[src/hdl/bmfl_pkg.sv]
`timescale 1ns / 1ps
// Shared widths, register codes, selection types and saturation for the field lookup core.
package bmfl_pkg;

  localparam int POS_W      = 16;
  localparam int Z_W        = 21;
  localparam int FIELD_W    = 22;
  localparam int CFG_W      = 18;
  localparam int SCALE_W    = 16;
  localparam int CFG_ADDR_W = 3;
  localparam int SAT_IN_W   = 36;

  localparam logic [CFG_ADDR_W-1:0] REG_QUAD_GRADIENT   = 3'd0;
  localparam logic [CFG_ADDR_W-1:0] REG_DIPOLE_STRENGTH = 3'd1;
  localparam logic [CFG_ADDR_W-1:0] REG_COMP_C2_FIELD   = 3'd2;
  localparam logic [CFG_ADDR_W-1:0] REG_COMP_A1_FIELD   = 3'd3;
  localparam logic [CFG_ADDR_W-1:0] REG_COMP_A2_FIELD   = 3'd4;
  localparam logic [CFG_ADDR_W-1:0] REG_DIPOLE_SCALE    = 3'd5;

  localparam logic signed [SCALE_W-1:0] SCALE_RESET = 16'sd16384;

  localparam logic signed [SAT_IN_W-1:0] SAT_HI = 36'sd2097151;
  localparam logic signed [SAT_IN_W-1:0] SAT_LO = -36'sd2097152;

  // Which magnet, if any, decides the field at the point.
  typedef enum logic [2:0] {
    KIND_NONE,
    KIND_COMP,
    KIND_QUAD_POS,
    KIND_QUAD_NEG,
    KIND_DIP_POS,
    KIND_DIP_NEG
  } bmfl_kind_t;

  typedef struct packed {
    logic       side_a;
    logic       a1_hit;
    bmfl_kind_t kind;
  } bmfl_sel_t;

  typedef struct packed {
    logic signed [CFG_W-1:0]   quad_gradient;
    logic signed [CFG_W-1:0]   dipole_strength;
    logic signed [CFG_W-1:0]   comp_c2_field;
    logic signed [CFG_W-1:0]   comp_a1_field;
    logic signed [CFG_W-1:0]   comp_a2_field;
    logic signed [SCALE_W-1:0] dipole_scale;
  } bmfl_cfg_t;

  function automatic logic signed [FIELD_W-1:0] sat_field(
    input logic signed [SAT_IN_W-1:0] v
  );
    logic signed [FIELD_W-1:0] r;
    if (v > SAT_HI) begin
      r = SAT_HI[FIELD_W-1:0];
    end else if (v < SAT_LO) begin
      r = SAT_LO[FIELD_W-1:0];
    end else begin
      r = v[FIELD_W-1:0];
    end
    return r;
  endfunction

endpackage

[src/hdl/bmfl_cfg.sv]
`timescale 1ns / 1ps
// Configuration register file of the field lookup core.
module bmfl_cfg (
  input  logic                             clk,
  input  logic                             rst_n,
  input  logic                             cfg_we,
  input  logic [bmfl_pkg::CFG_ADDR_W-1:0]  cfg_addr,
  input  logic [bmfl_pkg::CFG_W-1:0]       cfg_wdata,
  output bmfl_pkg::bmfl_cfg_t              cfg
);
  import bmfl_pkg::*;

  bmfl_cfg_t cfg_r;
  bmfl_cfg_t cfg_nxt;

  always_comb begin
    cfg_nxt = cfg_r;
    if (cfg_we) begin
      unique case (cfg_addr)
        REG_QUAD_GRADIENT:   cfg_nxt.quad_gradient   = cfg_wdata;
        REG_DIPOLE_STRENGTH: cfg_nxt.dipole_strength = cfg_wdata;
        REG_COMP_C2_FIELD:   cfg_nxt.comp_c2_field   = cfg_wdata;
        REG_COMP_A1_FIELD:   cfg_nxt.comp_a1_field   = cfg_wdata;
        REG_COMP_A2_FIELD:   cfg_nxt.comp_a2_field   = cfg_wdata;
        REG_DIPOLE_SCALE:    cfg_nxt.dipole_scale    = cfg_wdata[SCALE_W-1:0];
        default:             cfg_nxt = cfg_r;
      endcase
    end
  end

  always_ff @(posedge clk) begin
    if (!rst_n) begin
      cfg_r.quad_gradient   <= '0;
      cfg_r.dipole_strength <= '0;
      cfg_r.comp_c2_field   <= '0;
      cfg_r.comp_a1_field   <= '0;
      cfg_r.comp_a2_field   <= '0;
      cfg_r.dipole_scale    <= SCALE_RESET;
    end else begin
      cfg_r <= cfg_nxt;
    end
  end

  assign cfg = cfg_r;

endmodule

[config.mk]
export PLATFORM = sky130hd
export DESIGN_NAME = bmfl_cfg
export DESIGN_NICKNAME = d
export VERILOG_FILES = /design/src/hdl/bmfl_pkg.sv /design/src/hdl/bmfl_cfg.sv
export SDC_FILE = /design/constraint.sdc
export NUM_CORES = 1
export LEC_CHECK = 0
export BUFFER_PORTS_ARGS = -buffer_cell sky130_fd_sc_hd__buf_2
export CORE_ASPECT_RATIO = 0.8
export CORE_MARGIN = 4
export CORE_UTILIZATION = 40
export CTS_CLUSTER_DIAMETER = 80
export DETAILED_ROUTE_END_ITERATION = 10
export PLACE_DENSITY = 0.65
export SYNTH_ARGS = -nofsm -noshare
export SYNTH_HDL_FRONTEND = slang
export SYNTH_SLANG_ARGS = --single-unit
[constraint.sdc]
create_clock -name clk -period 1.9 [get_ports clk]
set_clock_uncertainty 0.2 [all_clocks]
set_input_delay 0.095 -clock clk [delete_from_list [all_inputs] [get_ports clk]]
set_output_delay 0.095 -clock clk [all_outputs]
set_load 0.005 [all_outputs]
# Word-level counts from Yosys, hierarchy flattened
# Cells that the tools add are included.
dict set report totals {
  ff_bits 106
  latchBits 0
  mem_bits_rw 0
  rom_bits 0
  inputBits 24
  output_inout_bits 106
  n_memories 0
}
dict set report op_classes {
  n_addsub 0
  n_mul 0
  div_mod_pow 0
  n_lt_le_gt_ge 0
  eq_ne 5
  n_shift 0
  n_mux 0
  n_bitwise 0
  reduce_logical 7
}
# op count
set op_table {}
lappend op_table {{2-bit AND reduction} 6}
lappend op_table {{3-bit by 2-bit equality test with 1-bit output, second input constant} 2}
lappend op_table {{3-bit equality test, second input constant} 2}
lappend op_table {{3-bit by 1-bit equality test with 1-bit output, second input constant} 1}
lappend op_table {{3-bit zero test} 1}

# Logic depth before layout (Yosys ltp)
dict set report logic_depth {
  ltp_word 2
  mapped_depth 5
}

# Least setup slack after synthesis
# Ideal clock, no wire load.
dict set report synth_timing {
  path_type {in2reg}
  from {input cfg_addr[1] in the netlist's numbering}
  to {register cfg_r (netlist bit cfg[101])}
  setup_time_ns 0.123
  arrival_ns 1.032
  required_ns 1.577
  setup_slack_ns 0.545
  cell_stages 4
  path_buffers 2
  path_cell_list {or4b_1 -> buf_6 -> buf_12 -> mux2i_1}
}
dict set report synth_between {
  elab_chain_cells 2
}
# element line
set synth_rtl {}
lappend synth_rtl {{start: declaration} bmfl_cfg.sv:7} ;# input logic [bmfl_pkg::CFG_ADDR_W-1:0] cfg_addr,
lappend synth_rtl {{3-bit zero test} bmfl_cfg.sv:19} ;# unique case (cfg_addr)
lappend synth_rtl {{2-bit AND reduction (no source line)} --}
lappend synth_rtl {{end signal: assignment} bmfl_cfg.sv:40} ;# cfg_r <= cfg_nxt;
lappend synth_rtl {{end: declaration} bmfl_cfg.sv:13} ;# bmfl_cfg_t cfg_r;
# No other way between the ends.
# A chain may end at the register's enable or synchronous reset.

==> metrics <==
PwrDens=around 870 mW/mm²; synth warn=0; DP Cell Count=600; Post-Route WL=roughly 10000 µm; Area growth syn-to-layout=30.65%; clock sink count=around 110; Antenna Nets Post-Route=0; post-synthesis xor/xnor area fraction=0%; largest net degree at the start of global routing=39; flops & latches, synth=approximately 110; Clock Latency Late Sink=0.33 ns; Max-Cap Viols=0; Netlist cell types=13; Critical Path RT=slightly below 2 ns; PostCTS Resize Cnt=0; Setup Fix Bufs, Post-CTS=0; Syn Inst Count=between 300 and 400; Slew @ Worst Pin=about 0.35 ns; Rel. slew slack=76.41%; RSZ-0062 raised after global routing=false; Cell Chain, Critical Path=dlygate4sd3_1 > buf_4 > buf_4 > nand2_1 > mux2i_1; f_max=around 640 MHz; Die Span X=between 100 and 150 µm; Via density=4.893; CTS tree=built; drt initial violations=170; Total Routing Usage GR=18.25%; CP Max Fanout=26; WL/cell=15.98 µm; failing checks=negative hold slack; Num CTS Buffers=9; reg-to-reg endpoint=cfg[39]$_SDFFE_PN0P_; root buf cell=clkbuf_16; clock buffer depth=2; max FFs per register=~110; # IOs=130; Final setup viols=0; most used cell, CP=buf_4; core area=approximately 0.0092 mm²; CP arrival=around 1.6 ns; Final Total Pwr=approximately 4.4 mW; Final #Nets=around 530; Post-Synth Simple-Gate Area=~14%; first-pass GRT wire length=16380 µm; Initial Util=a little over two fifths; Reg2Reg Depth=2; Overflow after GRT=0; post-place setup slack=roughly 0.42 ns; CP max stage delay=between 0.5 and 0.6 ns; CP endpoint kind=flop; Layout Cells excl Fill=627; share of layout cells above drive strength 1=30.66%; worst hold path startpoint=cfg_wdata[9]; initial antenna violation count=0; Fin Setup TNS=0 ns; H-tree levels=3; GPL Wtd Cong=~0.74; Hold WS=-0.004704 ns; ant diodes=0; Most Used Layer, Global Route=met2; routing usage on met2=29.08%; M3 GR Usage=7.051%; sequential share of the synthesized area=around 55%; min Tclk post-route=about 1.6 ns; FILL cells=about 830; post-synthesis mux area share=approximately 28%; largest family of logic cells by synthesized area=multiplexers; Hold EP=cfg[61]$_SDFFE_PN0P_; reg-to-reg startpoint=cfg[39]$_SDFFE_PN0P_; R2R setup slack=approximately 1.1 ns; status=finished, violations left; syn nets=~390; Fin. Hold Viols=1; class of the most critical setup path=input pin to flop; worst vdd ir=0.4270 mV; crit start category=input pin; final slew viol count=0; Synth Area in Compound Gates=0%; clk slew on worst S/H paths=0.07 ns; DRC=0; Vias=~3100; Rows=31; met1 usage=23.56%; synthesized cell area=just under 0.004 mm²; drt pass-1 iters=4; Final Cycle Share=roughly 82%; critical path's slowest cell=dlygate4sd3_1; Port-buffer cells=129; Pleak=approximately 2.8 nW; Hold Crit Depth=3; Mean Syn Cell Area=approximately 10 µm²; Adder-Cell Fraction of Synth Area=0%; die area=around 0.011 mm²; Post-DP HPWL=just over 7000 µm; vias in the first global route=3134; final setup margin=0.3376 ns; Die Y=between 90 and 100 µm; Hold Crit Class=input pin to flop
report_power, final:
part	switching (mW)	internal, mW
Clock	0.791	1.01
Combinational	0.172	0.137
Sequential	0.0258	2.27
routing by layer:
| layer | routed length (µm) | vias up |
|---|---|---|
| met5 | 0 | - |
| met4 | 103 | 0 |
| met3 | 866 | 13 |
| met2 | 4430 | 109 |
| met1 | 4621 | 1451 |
| li1 | - | 1495 |
critical path, delay by kind of cell:
| kind | cells | cell delay (ns) |
|---|---|---|
| buffers and inverters | 3 | 1.12 |
| AND/OR/NAND/NOR | 1 | 0.23 |
| multiplexers | 1 | 0.18 |
timing repair:
| item | in CTS | in global routing |
|---|---|---|
| endpoints found under the hold margin | 71 | 0 |
| endpoints found under the setup margin | 0 | 0 |
| hold buffers | 13 | 0 |
per-stage QoR:
step | util, % | cell area [µm²]
after global routing | 54.59 | 5040
after floorplan | - | 3857
after detailed placement | 50.12 | 4627
final | 54.59 | 5040
after global placement | 50.12 | 4627
after CTS | 54.59 | 5040
logic make-up after synthesis:
| logic type | after synthesis |
|---|---|
| and+or+nand+nor | 131 |
| muxes | 106 |
| DFF | 106 |
| buffers and inverters | 26 |
worst max-delay path by stage:
stage                      from                    end  depth (start not counted)
floorplan           cfg_addr[1]  cfg[101]$_SDFFE_PN0P_                          4
global placement    cfg_addr[1]  cfg[100]$_SDFFE_PN0P_                          4
detailed placement  cfg_addr[1]   cfg[97]$_SDFFE_PN0P_                          4
CTS                       rst_n   cfg[85]$_SDFFE_PN0P_                          5
global route              rst_n   cfg[50]$_SDFFE_PN0P_                          5
finish                    rst_n   cfg[85]$_SDFFE_PN0P_                          5
cells in the mapped netlist:
cell	count	area, µm²
and4bb_2	1	12.51
buf_12	1	20.02
buf_2	10	50.05
buf_4	1	7.510
buf_6	1	11.26
clkbuf_1	13	48.80
dfxtp_1	106	2122
mux2i_1	106	1061
nand2_1	123	461.7
nand4b_1	2	17.52
nand4bb_1	2	22.52
nor2b_1	2	12.51
or4b_1	1	10.01
cell usage in the layout (no fill, tap or decap):
cell	netlist	routed
buf_2	10	128
nand2_1	123	123
mux2i_1	106	106
dfxtp_1	106	106
dlygate4sd3_1	0	13
buf_4	1	13
clkbuf_16	0	9
nand4b_1	2	2
nor2b_1	2	2
clkinvlp_4	0	2
or4b_1	1	1
and4bb_2	1	1
nand4bb_1	2	1
nand4bb_2	0	1
bufinv_16	0	1
inv_6	0	1
clkbuf_1	13	1
buf_12	1	1
area by class of cell:
type                       count  area (µm²)  share of cell area [%]
sequential                   106        2122                   42.11
timing repair buffer         155       888.4                   17.63
clock inverter                 4       53.80                   1.068
multi-input combinational    237        1603                   31.80
clock buffer                  10       229.0                   4.543
tap                          115       143.9                   2.855
No activity file was read; power rests on OpenSTA's default activity.
