**src/hdl/bmfl_pkg.sv**
```systemverilog
`timescale 1ns / 1ps
// Shared widths, register codes, selection types and saturation for the field lookup core.
package bmfl_pkg;

  localparam int POS_W      = 16;
  localparam int Z_W        = 21;
  localparam int FIELD_W    = 22;
  localparam int CFG_W      = 18;
  localparam int SCALE_W    = 16;
  localparam int CFG_ADDR_W = 3;
  localparam int SAT_IN_W   = 36;

  localparam logic [CFG_ADDR_W-1:0] REG_QUAD_GRADIENT   = 3'd0;
  localparam logic [CFG_ADDR_W-1:0] REG_DIPOLE_STRENGTH = 3'd1;
  localparam logic [CFG_ADDR_W-1:0] REG_COMP_C2_FIELD   = 3'd2;
  localparam logic [CFG_ADDR_W-1:0] REG_COMP_A1_FIELD   = 3'd3;
  localparam logic [CFG_ADDR_W-1:0] REG_COMP_A2_FIELD   = 3'd4;
  localparam logic [CFG_ADDR_W-1:0] REG_DIPOLE_SCALE    = 3'd5;

  localparam logic signed [SCALE_W-1:0] SCALE_RESET = 16'sd16384;

  localparam logic signed [SAT_IN_W-1:0] SAT_HI = 36'sd2097151;
  localparam logic signed [SAT_IN_W-1:0] SAT_LO = -36'sd2097152;

  // Which magnet, if any, decides the field at the point.
  typedef enum logic [2:0] {
    KIND_NONE,
    KIND_COMP,
    KIND_QUAD_POS,
    KIND_QUAD_NEG,
    KIND_DIP_POS,
    KIND_DIP_NEG
  } bmfl_kind_t;

  typedef struct packed {
    logic       side_a;
    logic       a1_hit;
    bmfl_kind_t kind;
  } bmfl_sel_t;

  typedef struct packed {
    logic signed [CFG_W-1:0]   quad_gradient;
    logic signed [CFG_W-1:0]   dipole_strength;
    logic signed [CFG_W-1:0]   comp_c2_field;
    logic signed [CFG_W-1:0]   comp_a1_field;
    logic signed [CFG_W-1:0]   comp_a2_field;
    logic signed [SCALE_W-1:0] dipole_scale;
  } bmfl_cfg_t;

  function automatic logic signed [FIELD_W-1:0] sat_field(
    input logic signed [SAT_IN_W-1:0] v
  );
    logic signed [FIELD_W-1:0] r;
    if (v > SAT_HI) begin
      r = SAT_HI[FIELD_W-1:0];
    end else if (v < SAT_LO) begin
      r = SAT_LO[FIELD_W-1:0];
    end else begin
      r = v[FIELD_W-1:0];
    end
    return r;
  endfunction

endpackage

```
**src/hdl/bmfl_field.sv**
```systemverilog
`timescale 1ns / 1ps
// Field evaluator: compensator, quadrupole and dipole values with rounding and saturation.
module bmfl_field #(
  parameter int FRAC_BITS = 6
) (
  input  bmfl_pkg::bmfl_cfg_t                 cfg,
  input  bmfl_pkg::bmfl_sel_t                 sel,
  input  logic signed [bmfl_pkg::POS_W-1:0]   pos_x,
  input  logic signed [bmfl_pkg::POS_W-1:0]   pos_y,
  output logic signed [bmfl_pkg::FIELD_W-1:0] field_x,
  output logic signed [bmfl_pkg::FIELD_W-1:0] field_y
);
  import bmfl_pkg::*;

  localparam int PW = CFG_W + POS_W + 1;
  localparam int QW = PW - FRAC_BITS;
  localparam logic signed [PW-1:0] QUAD_HALF = PW'(1) << (FRAC_BITS - 1);
  localparam int CW = CFG_W + SCALE_W + 1;
  localparam int SCALE_FRAC = 14;
  localparam logic signed [CW-1:0] COMP_HALF = CW'(1) << (SCALE_FRAC - 1);

  logic signed [CFG_W-1:0]            comp_field;
  logic signed [CFG_W+SCALE_W-1:0]    comp_prod;
  logic signed [CW-1:0]               comp_sum;
  logic signed [CW-SCALE_FRAC-1:0]    comp_val;
  logic signed [FIELD_W-1:0]          comp_out;

  logic signed [CFG_W+POS_W-1:0]      gx;
  logic signed [CFG_W+POS_W-1:0]      gy;
  logic                               quad_neg;
  logic signed [PW-1:0]               gx_s;
  logic signed [PW-1:0]               gy_s;
  logic signed [PW-1:0]               gx_sum;
  logic signed [PW-1:0]               gy_sum;
  logic signed [QW-1:0]               qx;
  logic signed [QW-1:0]               qy;

  logic signed [CFG_W:0]              dp_pos;
  logic signed [CFG_W:0]              dp_neg;

  // Only one compensator value can win, so one multiplier serves all three.
  always_comb begin
    if (sel.kind == KIND_COMP) begin
      comp_field = sel.side_a ? cfg.comp_a2_field : cfg.comp_c2_field;
    end else begin
      comp_field = cfg.comp_a1_field;
    end
  end

  assign comp_prod = comp_field * cfg.dipole_scale;
  assign comp_sum  = CW'(comp_prod) + COMP_HALF;
  assign comp_val  = comp_sum[CW-1:SCALE_FRAC];
  assign comp_out  = sat_field(SAT_IN_W'(comp_val));

  // Negate before rounding so that the half-up rule sees the signed product.
  assign gx       = cfg.quad_gradient * pos_x;
  assign gy       = cfg.quad_gradient * pos_y;
  assign quad_neg = (sel.kind == KIND_QUAD_NEG);
  assign gx_s     = quad_neg ? -PW'(gx) : PW'(gx);
  assign gy_s     = quad_neg ? -PW'(gy) : PW'(gy);
  assign gx_sum   = gx_s + QUAD_HALF;
  assign gy_sum   = gy_s + QUAD_HALF;
  assign qx       = gx_sum[PW-1:FRAC_BITS];
  assign qy       = gy_sum[PW-1:FRAC_BITS];

  assign dp_pos = (CFG_W + 1)'(cfg.dipole_strength);
  assign dp_neg = -dp_pos;

  always_comb begin
    field_x = sel.a1_hit ? comp_out : '0;
    field_y = '0;
    case (sel.kind) inside
      KIND_COMP: begin
        field_x = comp_out;
      end
      KIND_QUAD_POS, KIND_QUAD_NEG: begin
        field_x = sat_field(SAT_IN_W'(qy));
        field_y = sat_field(SAT_IN_W'(qx));
      end
      KIND_DIP_POS: begin
        field_y = FIELD_W'(dp_pos);
      end
      KIND_DIP_NEG: begin
        field_y = FIELD_W'(dp_neg);
      end
      default: begin
        field_y = '0;
      end
    endcase
  end

endmodule

```
**config.mk**
```make
export PLATFORM = sky130hd
export DESIGN_NAME = bmfl_field
export DESIGN_NICKNAME = d
export VERILOG_FILES = /design/src/hdl/bmfl_pkg.sv /design/src/hdl/bmfl_field.sv
export SDC_FILE = /design/constraint.sdc
export NUM_CORES = 2
export LEC_CHECK = 0
export BUFFER_PORTS_ARGS = -buffer_cell sky130_fd_sc_hd__buf_2
export CAP_MARGIN = 20
export CORE_UTILIZATION = 25
export DETAILED_ROUTE_END_ITERATION = 16
export SETUP_SLACK_MARGIN = 0.1
export SLEW_MARGIN = 5
export SYNTH_ARGS = -nofsm -noshare
export SYNTH_HDL_FRONTEND = slang
export SYNTH_SLANG_ARGS = --single-unit
```
**constraint.sdc**
```tcl
create_clock -name vclk -period 11
set_clock_uncertainty 0.15 [all_clocks]
set_input_delay 1.1 -clock vclk [all_inputs]
set_output_delay 1.1 -clock vclk [all_outputs]
set_load 0.005 [all_outputs]
```
* Word-level counts from Yosys, hierarchy flattened
Cells that the tools add are included.
** Storage, ports and cells
- Flip-flop bits (word level) :: 0
** Operators by class
- Add/subtract/negate cells :: 6
- $mul :: 3
- Order comparisons :: 6
- Equal/unequal tests :: 5
- Muxes and demuxes :: 17
- Reductions and logical operators :: 1
** Operators with widths (count)
- two-way mux 22 bit :: 13
- multiplier 18 x 16 -> 34 bit :: 3
- adder 35 x 7 -> 35 bit (second input constant) :: 2
- two-way mux 35 bit :: 2
- negation 34 -> 35 bit :: 2
- greater-than comparator 29 x 22 -> 1 bit (second input constant) :: 2
- < comparator 29 x 22 -> 1 bit (second input constant) :: 2
- two-way mux 18 bit :: 2
- adder 34 x 15 -> 35 bit (second input constant) :: 1
- greater-than comparator 21 x 22 -> 1 bit (second input constant) :: 1
- < comparator 21 x 22 -> 1 bit (second input constant) :: 1
- negation 18 -> 19 bit :: 1
- equality test 3 x 2 -> 1 bit (second input constant) :: 2
- equality test 3 bit (second input constant) :: 2
- equality test 3 x 1 -> 1 bit (second input constant) :: 1
- OR reduction 2 bit :: 1

* Logic depth before layout (Yosys ltp)
- Depth after elaboration :: 10
- Mapped depth :: 35

* Worst setup path after synthesis
OpenSTA, ideal clock, no wires.
- Path type :: input port to output port
- Start point :: input port pos_y[9] (netlist name)
- End point :: output port field_x[2] (netlist name)
- Arrival time :: 8.903 ns
- Required time :: 9.750 ns
- Path slack :: 0.847 ns
- Stages on the path :: 30
- Buffers on the path :: 4
- Cells stage by stage :: clkbuf_1 > clkbuf_1 > nand2_1 > fa_1 > inv_1 > fa_1 > fa_1 > fa_1 > fa_1 > inv_1 > fa_1 > inv_1 > ha_1 > buf_2 > and2_1 > a211oi_1 > nor3b_1 > a2111oi_4 > xor2_2 > o2111ai_1 > nor4_4 > xnor2_1 > a31oi_4 > or2_1 > a21oi_1 > xor2_1 > nand2_1 > o41ai_4 > buf_6 > a221o_1
** On the way
- Cells in the longest elaborated chain, start to end :: 9
- Elaborated cells between the ends (all ways) :: 10
** Ends and longest elaborated chain
- from (decl) :: line bmfl_field.sv:9 : input logic signed [bmfl_pkg::POS_W-1:0] pos_y,
- multiplier 18 x 16 -> 34 bit (*) :: line bmfl_field.sv:57 : assign gy = cfg.quad_gradient * pos_y;
- negation 34 -> 35 bit :: line bmfl_field.sv:60 : assign gy_s = quad_neg ? -PW'(gy) : PW'(gy);
- two-way mux 35 bit (*) :: line bmfl_field.sv:60
- adder 35 x 7 -> 35 bit (*) :: line bmfl_field.sv:62 : assign gy_sum = gy_s + QUAD_HALF;
- < comparator 29 x 22 -> 1 bit :: line bmfl_pkg.sv:56 : end else if (v < SAT_LO) begin
- two-way mux 22 bit :: line bmfl_pkg.sv:56
- two-way mux 22 bit (*) :: line bmfl_pkg.sv:54 : if (v > SAT_HI) begin
- two-way mux 22 bit (*) (2 in a row) :: line bmfl_field.sv:72 : case (sel.kind) inside
- to (decl) :: line bmfl_field.sv:10 : output logic signed [bmfl_pkg::FIELD_W-1:0] field_x,
Every way passes the cells marked *; elsewhere a longest branch is shown, timed or not.

* Worst setup path in the final report
- Start point :: input port cfg[92] (netlist name)
- End point :: output port field_x[19] (netlist name)
** On the way
- Cells in the longest elaborated chain, start to end :: 9
- Elaborated cells between the ends (all ways) :: 10
** Ends and longest elaborated chain
- from (decl) :: line bmfl_field.sv:6 : input bmfl_pkg::bmfl_cfg_t cfg,
- multiplier 18 x 16 -> 34 bit (*) :: line bmfl_field.sv:57
- negation 34 -> 35 bit :: line bmfl_field.sv:60
- two-way mux 35 bit (*) :: line bmfl_field.sv:60
- adder 35 x 7 -> 35 bit (*) :: line bmfl_field.sv:62
- < comparator 29 x 22 -> 1 bit :: line bmfl_pkg.sv:56
- two-way mux 22 bit :: line bmfl_pkg.sv:56
- two-way mux 22 bit (*) :: line bmfl_pkg.sv:54
- two-way mux 22 bit (*) (2 in a row) :: line bmfl_field.sv:72
Marked as above.

==> results.ini <==
[route]
first_pass_iters = 5
wl_mm = 104
ant_nets = 0
post_drt_via_cell_ratio = 4.58
vias = 29003
wl_per_cell_um = 16.5
drt-initial-drc-count = 1720
drcViolationCount = 0

[floorplan]
die_w_um = 389
pin_count = 187
rows = 141
start_util_pct = 25.2
dieHeight_um = 389
core_area_um2 = 148000
die-area_um2 = 151000

[logic_synthesis]
synth_top_area_share_pct = 46.9
seq_area_frac_synth_pct = 0
syn-num-nets = 5599
avgSynthCellArea_um2 = 8.64
synth_top_area_cell = fa_1
ys_warn_count = 0
yosys-top-cells-area = fa_1, inv_1, ha_1, and2_1, nand2_1
yosysMostFrequentCell = inv_1
syn_area_um2 = 37300
yosys-top-cells-count = inv_1, fa_1, nand2_1
syn_inst = 4324
synth_cell_types = 98

[setup_path]
cp.required_ns = 9.75
max_stage_delay_ns = 0.53
cp.arrival_ns = 9.33
cp_common_cell = fa_1
worst-path-max-fanout = 26
end_kind = output pin
cp_slowest_cell = fa_1
startpoint_type = input port
crit_type = in2out

[grt]
grt_max_degree = 64
track_usage_pct = 13.8
grt_pass1_wl_mm = 168
grt_overflow_total = 0
grt_pass1_vias = 30991
antenna_found_initial = 18

[timing]
fmax_mhz = 94.6
setup_viol = 0
slew_viol_final = 0
max_slew_margin_pct = 29.7
fin_crit_ns = 10.58
worstMarginPinSlew_ns = 1.05
rsz0062_at_grt = false
hold_viol_final = 0
post-route-period-util_pct = 96.1
fin_setup_tns_ns = 0

[worst_hold_path]
hold_start = cfg[70]
hold_path_class = in2out
worstHoldPathCells = 5
hold_end = field_y[0]

[placement]
dp_hpwl_mm = 87.4
port-buffer-count = 187
place_congestion = 0.846

[cells_and_area]
regArea_um2 = 0
syn2layout_area_growth_pct = 10.2
num-clock-buffers = 0
numSequentialCells = 0
fillers = 15740
nets = 5679
drive_gt1_share_pct = 9.65

[outcome]
status = finished, final reports clean

[run]
cap_violations = 0

==> how the worst max path moves through the flow <==
stage | start | endpoint | depth (start not counted)
floorplan | pos_y[9] | field_x[2] | 30
global placement | cfg[98] | field_y[20] | 31
detailed placement | cfg[97] | field_y[18] | 28
CTS | cfg[105] | field_y[18] | 29
global route | cfg[93] | field_x[19] | 36
finish | cfg[92] | field_x[19] | 32
==> repair_timing <==
item                       in CTS  in global routing
setup endpoints to repair      12                 44
hold buffers                    0                  0
cloned                          0                  2
resized for setup               1                110
pin swaps                       0                 13
buffers inserted                0                 12
==> area by class of cell <==
type               count  area, um2  area share [%]
diodes                 4       10.0          0.0243
multi-input cells   3161      33300            80.8
well taps           1930       2410            5.87
inverters            951       3570            8.69
repair buffers       290       1890            4.60
==> critical path, delay by kind of cell <==
family / cells / cell delay [ns]
buf+inv: 9 / 1.18
simple gates: 7 / 1.44
fa+ha+maj: 7 / 3.30
compound gates: 7 / 1.88
xor+xnor: 2 / 0.43
==> layout by cell type, fill, tap and decap left out, drive strengths merged, types with 8 or more instances in the layout <==
cell / instances
o31ai: 10
a221o: 24
xor2: 66
a311o: 23
a2111oi: 11
mux2i: 22
ha: 257
clkbuf: 15
a211oi: 16
nor2b: 30
fa: 875
buf: 275
or3: 12
nand3b: 8
a21oi: 118
a31oi: 32
o211ai: 20
and2: 367
and3: 21
o21bai: 8
nand4: 20
o21ai: 79
nand2b: 27
nand3: 42
nand2: 535
a21o: 31
and4: 12
xnor2: 134
nor2: 158
o21a: 23
inv: 950
or2: 30
nor3: 39
==> through the flow <==
step	hold WS, ns	util (%)	setup slack (ns)	cells	area (um2)
after global placement	2.51	27.4	0.158	6317	40600
after CTS	2.51	27.4	0.118	6317	40600
final	2.50	27.8	0.424	6336	41100
after detailed placement	2.51	27.4	0.115	6317	40600
after floorplan	2.21	-	0.847	4324	37300
after global routing	2.55	27.8	0.0608	6332	41100
==> logic make-up after synthesis <==
| group | Yosys count | share of synthesized area [%] |
|---|---|---|
| AOI/OAI and AO/OA | 466 | 9.22 |
| xor gates and xnor gates | 200 | 4.77 |
| adders and majority gates | 1133 | 55.5 |
| buffers and inverters | 1163 | 11.8 |
| muxes | 25 | 0.680 |
| and+or+nand+nor | 1337 | 17.9 |
==> layer usage <==
metal  global-route usage, %  vias to the layer above  share of wire (%)
met5                       0                        -              0.057
met4                    2.36                       10                2.1
met3                    1.55                      121                4.8
met2                    24.2                      691                 49
met1                    18.5                    14852                 45
li1                        -                    13329                  -
