==> config.mk <==
export PLATFORM = sky130hd
export DESIGN_NAME = bmfl_region
export DESIGN_NICKNAME = d
export VERILOG_FILES = /design/src/hdl/bmfl_pkg.sv /design/src/hdl/bmfl_region.sv
export SDC_FILE = /design/constraint.sdc
export NUM_CORES = 1
export LEC_CHECK = 0
export ABC_AREA = 1
export BUFFER_PORTS_ARGS = -buffer_cell sky130_fd_sc_hd__buf_2
export CORE_MARGIN = 1.5
export CORE_UTILIZATION = 50
export DETAILED_ROUTE_END_ITERATION = 7
export PLACE_DENSITY = 0.77
export SYNTH_ARGS = -nofsm -noshare
export SYNTH_HDL_FRONTEND = slang
export SYNTH_SLANG_ARGS = --single-unit
==> constraint.sdc <==
create_clock -name vclk -period 20.5
set_clock_uncertainty 0.05 [all_clocks]
set_input_delay 2.05 -clock vclk [all_inputs]
set_output_delay 2.05 -clock vclk [all_outputs]
set_load 0.01 [all_outputs]
==> src/hdl/bmfl_pkg.sv <==
`timescale 1ns / 1ps
// Shared widths, register codes, selection types and saturation for the field lookup core.
package bmfl_pkg;

  localparam int POS_W      = 16;
  localparam int Z_W        = 21;
  localparam int FIELD_W    = 22;
  localparam int CFG_W      = 18;
  localparam int SCALE_W    = 16;
  localparam int CFG_ADDR_W = 3;
  localparam int SAT_IN_W   = 36;

  localparam logic [CFG_ADDR_W-1:0] REG_QUAD_GRADIENT   = 3'd0;
  localparam logic [CFG_ADDR_W-1:0] REG_DIPOLE_STRENGTH = 3'd1;
  localparam logic [CFG_ADDR_W-1:0] REG_COMP_C2_FIELD   = 3'd2;
  localparam logic [CFG_ADDR_W-1:0] REG_COMP_A1_FIELD   = 3'd3;
  localparam logic [CFG_ADDR_W-1:0] REG_COMP_A2_FIELD   = 3'd4;
  localparam logic [CFG_ADDR_W-1:0] REG_DIPOLE_SCALE    = 3'd5;

  localparam logic signed [SCALE_W-1:0] SCALE_RESET = 16'sd16384;

  localparam logic signed [SAT_IN_W-1:0] SAT_HI = 36'sd2097151;
  localparam logic signed [SAT_IN_W-1:0] SAT_LO = -36'sd2097152;

  // Which magnet, if any, decides the field at the point.
  typedef enum logic [2:0] {
    KIND_NONE,
    KIND_COMP,
    KIND_QUAD_POS,
    KIND_QUAD_NEG,
    KIND_DIP_POS,
    KIND_DIP_NEG
  } bmfl_kind_t;

  typedef struct packed {
    logic       side_a;
    logic       a1_hit;
    bmfl_kind_t kind;
  } bmfl_sel_t;

  typedef struct packed {
    logic signed [CFG_W-1:0]   quad_gradient;
    logic signed [CFG_W-1:0]   dipole_strength;
    logic signed [CFG_W-1:0]   comp_c2_field;
    logic signed [CFG_W-1:0]   comp_a1_field;
    logic signed [CFG_W-1:0]   comp_a2_field;
    logic signed [SCALE_W-1:0] dipole_scale;
  } bmfl_cfg_t;

  function automatic logic signed [FIELD_W-1:0] sat_field(
    input logic signed [SAT_IN_W-1:0] v
  );
    logic signed [FIELD_W-1:0] r;
    if (v > SAT_HI) begin
      r = SAT_HI[FIELD_W-1:0];
    end else if (v < SAT_LO) begin
      r = SAT_LO[FIELD_W-1:0];
    end else begin
      r = v[FIELD_W-1:0];
    end
    return r;
  endfunction

endpackage

==> src/hdl/bmfl_region.sv <==
`timescale 1ns / 1ps
// Region decoder: picks the magnet that owns the point, in priority order per side.
module bmfl_region #(
  parameter int FRAC_BITS = 6
) (
  input  logic signed [bmfl_pkg::POS_W-1:0] pos_x,
  input  logic signed [bmfl_pkg::POS_W-1:0] pos_y,
  input  logic signed [bmfl_pkg::Z_W-1:0]   pos_z,
  output bmfl_pkg::bmfl_sel_t               sel
);
  import bmfl_pkg::*;

  localparam int ZW  = 25;
  localparam int ONE = 1 << FRAC_BITS;

  // Centres rounded half up to position units; tenths of a cm in the products.
  localparam int C_A1 = (10750 * ONE + 5) / 10;
  localparam int C_CP = (20490 * ONE + 5) / 10;
  localparam int C_Q1 = (26150 * ONE + 5) / 10;
  localparam int C_Q2 = (34800 * ONE + 5) / 10;
  localparam int C_Q3 = (41300 * ONE + 5) / 10;
  localparam int C_Q4 = (50150 * ONE + 5) / 10;
  localparam int C_D1 = (63108 * ONE + 5) / 10;
  localparam int C_D2 = (126403 * ONE + 5) / 10;

  localparam int H_A1 = 260 * ONE / 2;
  localparam int H_CP = 153 * ONE / 2;
  localparam int H_QL = 637 * ONE / 2;
  localparam int H_QS = 550 * ONE / 2;
  localparam int H_D  = 945 * ONE / 2;

  // Radii in eighths of a cm.
  localparam int R27 = 27 * ONE / 8;
  localparam int R28 = 28 * ONE / 8;
  localparam int R30 = 30 * ONE / 8;
  localparam int R32 = 32 * ONE / 8;
  localparam int R36 = 36 * ONE / 8;
  localparam logic [31:0] R2_27 = 32'(R27 * R27);
  localparam logic [31:0] R2_28 = 32'(R28 * R28);
  localparam logic [31:0] R2_30 = 32'(R30 * R30);
  localparam logic [31:0] R2_32 = 32'(R32 * R32);
  localparam logic [31:0] R2_36 = 32'(R36 * R36);

  localparam logic [POS_W-1:0] BORE_C = POS_W'((97 * ONE + 5) / 10);
  localparam logic [POS_W-1:0] BORE_A = POS_W'((94 * ONE + 5) / 10);

  function automatic logic z_in(input logic [ZW-1:0] az, input int c, input int h);
    logic [ZW-1:0] lo;
    logic [ZW-1:0] hi;
    lo = ZW'(c - h);
    hi = ZW'(c + h);
    return (az > lo) && (az < hi);
  endfunction

  logic                side_a;
  logic [Z_W-1:0]      az;
  logic [ZW-1:0]       az_w;
  logic signed [31:0]  xx;
  logic signed [31:0]  yy;
  logic [31:0]         rad2;
  logic [POS_W-1:0]    ax;
  logic [POS_W-1:0]    bore_off;
  logic [31:0]         bore_r2;
  logic signed [POS_W:0] dx;
  logic signed [33:0]  dxx;
  logic [31:0]         bore_d2;
  logic                in_bore;
  logic                r27, r28, r30, r32, r36;
  logic                z_a1, z_cp, z_q1, z_q2, z_q3, z_q4, z_d1, z_d2;

  assign side_a = !pos_z[Z_W-1];
  assign az     = pos_z[Z_W-1] ? Z_W'(-pos_z) : Z_W'(pos_z);
  assign az_w   = ZW'(az);

  assign xx   = pos_x * pos_x;
  assign yy   = pos_y * pos_y;
  assign rad2 = 32'(xx) + 32'(yy);

  assign r27 = rad2 < R2_27;
  assign r28 = rad2 < R2_28;
  assign r30 = rad2 < R2_30;
  assign r32 = rad2 < R2_32;
  assign r36 = rad2 < R2_36;

  // Second separation dipole: distance to the nearer offset bore.
  assign ax       = pos_x[POS_W-1] ? POS_W'(-pos_x) : POS_W'(pos_x);
  assign bore_off = side_a ? BORE_A : BORE_C;
  assign bore_r2  = side_a ? R2_30 : R2_36;
  assign dx       = $signed({1'b0, ax}) - $signed({1'b0, bore_off});
  assign dxx      = dx * dx;
  assign bore_d2  = 32'(dxx) + 32'(yy);
  assign in_bore  = bore_d2 < bore_r2;

  assign z_a1 = z_in(az_w, C_A1, H_A1);
  assign z_cp = z_in(az_w, C_CP, H_CP);
  assign z_q1 = z_in(az_w, C_Q1, H_QL);
  assign z_q2 = z_in(az_w, C_Q2, H_QS);
  assign z_q3 = z_in(az_w, C_Q3, H_QS);
  assign z_q4 = z_in(az_w, C_Q4, H_QL);
  assign z_d1 = z_in(az_w, C_D1, H_D);
  assign z_d2 = z_in(az_w, C_D2, H_D);

  always_comb begin
    sel.side_a = side_a;
    sel.a1_hit = side_a && z_a1 && r32;
    sel.kind   = KIND_NONE;
    if (!side_a) begin
      if (z_cp && r36) begin
        sel.kind = KIND_COMP;
      end else if (z_q1 && r28) begin
        sel.kind = KIND_QUAD_POS;
      end else if (z_q2 && r28) begin
        sel.kind = KIND_QUAD_NEG;
      end else if (z_q3 && r28) begin
        sel.kind = KIND_QUAD_NEG;
      end else if (z_q4 && r28) begin
        sel.kind = KIND_QUAD_POS;
      end else if (z_d1 && r36) begin
        sel.kind = KIND_DIP_POS;
      end else if (z_d2 && r36) begin
        sel.kind = in_bore ? KIND_DIP_NEG : KIND_NONE;
      end
    end else begin
      if (z_cp && r36) begin
        sel.kind = KIND_COMP;
      end else if (z_q1 && r28) begin
        sel.kind = KIND_QUAD_NEG;
      end else if (z_q2 && r28) begin
        sel.kind = KIND_QUAD_POS;
      end else if (z_q3 && r28) begin
        sel.kind = KIND_QUAD_POS;
      end else if (z_q4 && r28) begin
        sel.kind = KIND_QUAD_NEG;
      end else if (z_d1 && r27) begin
        sel.kind = KIND_DIP_NEG;
      end else if (z_d2 && r30) begin
        sel.kind = in_bore ? KIND_DIP_POS : KIND_NONE;
      end
    end
  end

endmodule

* Yosys cells after proc, flatten, opt, wreduce, memory -nomap -nowiden
Index checks and enable logic that the tools add are counted.
** Word-level totals
- Bits in registers :: 0
- Output and inout bits :: 5
- Bits of input ports :: 53
- Logic and storage cells :: 71
** Cells by class
- $lt $le $gt $ge :: 22
- Reductions and logical operators :: 20
- $add $sub $neg :: 5
- Mux-type cells :: 21
- $mul :: 3
** Operator list (number)
- < comparator 32 x 16 -> 1 bit (second input constant) :: 3
- adder 32 bit :: 2
- < comparator 32 x 17 -> 1 bit (second input constant) :: 2
- multiplier 16 x 16 -> 32 bit :: 2
- > comparator 21 x 18 -> 1 bit (second input constant) :: 3
- < comparator 21 x 18 -> 1 bit (second input constant) :: 3
- < comparator 21 x 19 -> 1 bit (second input constant) :: 3
- 2-to-1 mux 3 bit :: 17
- > comparator 21 x 19 -> 1 bit (second input constant) :: 2
- < comparator 32 x 17 -> 1 bit :: 1
- multiplier 17 x 17 -> 32 bit :: 1
- > comparator 21 x 16 -> 1 bit (second input constant) :: 1
- > comparator 21 x 17 -> 1 bit (second input constant) :: 1
- > comparator 21 x 20 -> 1 bit (second input constant) :: 1
- < comparator 21 x 17 -> 1 bit (second input constant) :: 1
- < comparator 21 x 20 -> 1 bit (second input constant) :: 1
- 2-to-1 mux 21 bit :: 1
- negator 21 bit :: 1
- logical AND 1 bit :: 19
- 2-to-1 mux 17 bit :: 1
- subtractor 16 x 10 -> 17 bit :: 1
- 2-to-1 mux 16 bit :: 1
- negator 16 bit :: 1
- 2-to-1 mux 6 bit :: 1
- logical NOT 1 bit :: 1

* Longest topological paths before layout
- Depth in word-level cells :: 15
- Gate-level depth with buffers :: 63
- Mapped depth without buffers :: 62

* Worst setup path before layout
OpenSTA, ideal clock, no wires.
- Path kind :: input to output
- Start point :: in pos_y[15] (netlist bit)
- End point :: out sel[0] (netlist bit)
- Data arrival time :: 12.275 ns
- Required time :: 18.400 ns
- Stages on the path :: 51
- Setup slack :: 6.125 ns
- Path buffers :: 3
- Path through :: clkbuf_1 -> buf_1 -> nand2_1 -> fa_1 -> inv_1 -> fa_1 -> inv_1 -> fa_1 -> inv_1 -> fa_1 -> inv_1 -> fa_1 -> fa_1 -> inv_1 -> ha_1 -> clkbuf_1 -> nand2_1 -> nor2_1 -> (+15 left out) -> fa_1 -> inv_1 -> ha_1 -> a21oi_1 -> o21ai_0 -> a21oi_1 -> nand2_1 -> a21oi_1 -> nand3_1 -> nand3_1 -> nand2_1 -> inv_1 -> nand2_1 -> a21oi_2 -> nand3_1 -> nand2_1 -> nand2_1 -> nand2_1
** RTL lines
- start, declared :: RTL line bmfl_region.sv:7 : input logic signed [bmfl_pkg::POS_W-1:0] pos_y,
- end, declared :: RTL line bmfl_region.sv:9 : output bmfl_pkg::bmfl_sel_t sel

==> flow_metrics.tcl <==
set metrics [dict create \
    status "finished, final reports clean" \
    min_period_ns 15.71 \
    hpwl_um 75000 \
    post-route-period-util 0.766 \
    crit_top_cell "nand2_1" \
    drtIter0Drc 1780 \
    slowest_delay_ns 0.57 \
    holdCritPathClass "input pin to primary output" \
    synth_cells 4569 \
    drt-vias-per-instance 5.01 \
    cp_data_required_time_ns 18.40 \
    path_class "input pin to primary output" \
    setup_violations 0 \
    dpl-instance-area_um2 35500 \
    first_pass_iters 6 \
    hold_start "pos_z[17]" \
    cp-startpoint "pos_y[5]" \
    hold_viol_final 0 \
    postCtsSetupRepairBufs 0 \
    overflow 0 \
    cts-resized-gates 0 \
    maxSlewHeadroom 0.245 \
    die_area_um2 70500 \
    drt_wl_total_um 83900 \
    coreArea_um2 68300 \
    slew_viol_final 0 \
    multiInputGateArea_um2 28500 \
    grt_pass1_vias 28400 \
    setup_tns_ns 0 \
    fp.dieH_um 265 \
    critPathCaptureType "primary output" \
    syn_to_final_growth_pct 2.99 \
    nFlopsAndLatches 0 \
    port-buffer-count 58 \
    post_drt_wl_per_cell_um 15.5 \
    pin_count 58 \
    track_usage 0.248 \
    cpMaxStageDelayCell "fa_1" \
    worst_setup_path_start_kind "input pin" \
    antenna_found_initial 4 \
    n_antenna_cell 0 \
    fillCellCount 6505 \
    rsz0062_at_grt "false" \
    postLayoutCellArea_um2 35500 \
    remaining_drc_errors 0 \
    rows 96 \
    arrival_ns 13.61 \
    yosysWarnings 0 \
    gp_congestion 0.967 \
    drive_gt1_frac 0.0429 \
    die_w_um 265 \
    grt_pass1_wl_um 140000 \
    cts_hold_buffers 0 \
    ys_seq_area_frac 0 \
    critPathCapture "sel[0]" \
    ant_nets 0 \
    synth.avg_cell_area_um2 7.54 \
    grt_max_degree 47 \
    synth_cell_type_count 56 \
    tightest_slew_ns 1.13 \
    clockBufferCount 0 \
    via_count 27200 \
    synth_nets 5716 \
    syn-cell-area_um2 34400 \
    maxCapViolCount 0 \
    path_max_fanout 17 \
    start_util 0.504 \
    timing.fmax_ghz 0.0637 \
    regArea_um2 0 \
    layout.nets 5694 \
]
==> layer usage <==
metal / share of wire / vias up / routed length [µm] / GRT usage
li1: - / 13000 / - / -
met1: 0.41 / 13200 / 34600 / 0.325
met2: 0.48 / 864 / 40000 / 0.425
met3: 0.076 / 154 / 6360 / 0.0378
met4: 0.034 / 8 / 2840 / 0.0709
met5: 0.00062 / - / 52 / 0
==> worst max-delay path, delay by kind of cell <==
family | cells | cell delay (ns)
AOI/OAI and AO/OA | 4 | 1.19
xor gates and xnor gates | 1 | 0.26
adders and majority gates | 14 | 6.70
buffers and inverters | 13 | 1.07
and+or+nand+nor | 20 | 2.33
==> cell families after synthesis <==
logic type	count (synthesis)	share of synthesized area
adders and majority gates	1094	0.572
buffers and inverters	1563	0.173
and+or+nand+nor	1619	0.198
other	2	0.000218
xor gates and xnor gates	85	0.0226
AOI/OAI and AO/OA	206	0.0347
==> cells in the final DEF, fill, tap and decap left out, types with 4 or more instances in the layout <==
master / instances
nor2_1: 306
inv_2: 32
ha_1: 293
a21o_1: 9
buf_4: 8
o21bai_1: 10
nor2_2: 34
xnor2_1: 24
a31oi_1: 6
nor2_4: 15
nand3b_1: 22
or2_2: 8
xor2_1: 58
a21oi_1: 105
a21boi_0: 5
nand2_2: 19
fa_1: 801
nor3_1: 30
inv_1: 1437
nand4_1: 37
nand3_1: 132
buf_2: 58
o21ai_1: 6
nand2_1: 999
o21ai_0: 42
nor4_1: 4
==> cell type report <==
cell class | instances | area share
repair buffers | 66 | 0.00987
well taps | 882 | 0.0311
inverters | 1473 | 0.156
multi-input cells | 3006 | 0.803
==> worst min path at each step <==
| stage | endpoint | slack, ns | depth (start not counted) |
|---|---|---|---|
| after floorplan | sel[4] | 4.26 | 2 |
| after global placement | sel[3] | 4.81 | 7 |
| after detailed placement | sel[3] | 4.79 | 7 |
| after CTS | sel[3] | 4.79 | 7 |
| after global routing | sel[3] | 4.83 | 7 |
| final | sel[3] | 4.80 | 7 |
==> synthesized netlist by cell type, types with 3 or more instances <==
cell type,n,share of area
a21boi_0,5,0.0011
a21o_1,9,0.0020
a21oi_1,105,0.015
a31oi_1,6,0.0011
and2_1,3,0.00054
buf_1,10,0.0011
buf_2,20,0.0029
buf_4,7,0.0015
buf_6,5,0.0016
clkbuf_1,48,0.0052
clkinv_1,3,0.00033
fa_1,801,0.47
ha_1,293,0.11
inv_1,1437,0.16
inv_2,32,0.0035
nand2_1,999,0.11
nand2_2,19,0.0035
nand3_1,132,0.019
nand3b_1,22,0.0048
nand4_1,37,0.0067
nor2_1,307,0.033
nor2_2,33,0.0060
nor2_4,15,0.0049
nor3_1,30,0.0044
nor4_1,4,0.00073
o21ai_0,42,0.0061
o21ai_1,6,0.00087
o21bai_1,10,0.0022
o21bai_2,3,0.00098
or2_2,8,0.0015
xnor2_1,24,0.0061
xor2_1,58,0.015
==> metrics by stage <==
step	setup slack (ns)	util	hold slack [ns]	std cells
floorplan	6.13	-	4.26	4569
global placement	4.91	0.519	4.81	5427
detailed placement	4.88	0.519	4.79	5427
CTS	4.86	0.519	4.79	5427
global route	4.13	0.519	4.83	5427
finish	4.79	0.519	4.80	5427
Power is left out: the tool's default activity adds up to more than one toggle a clock period on the data nets, which glitch-free logic cannot reach.
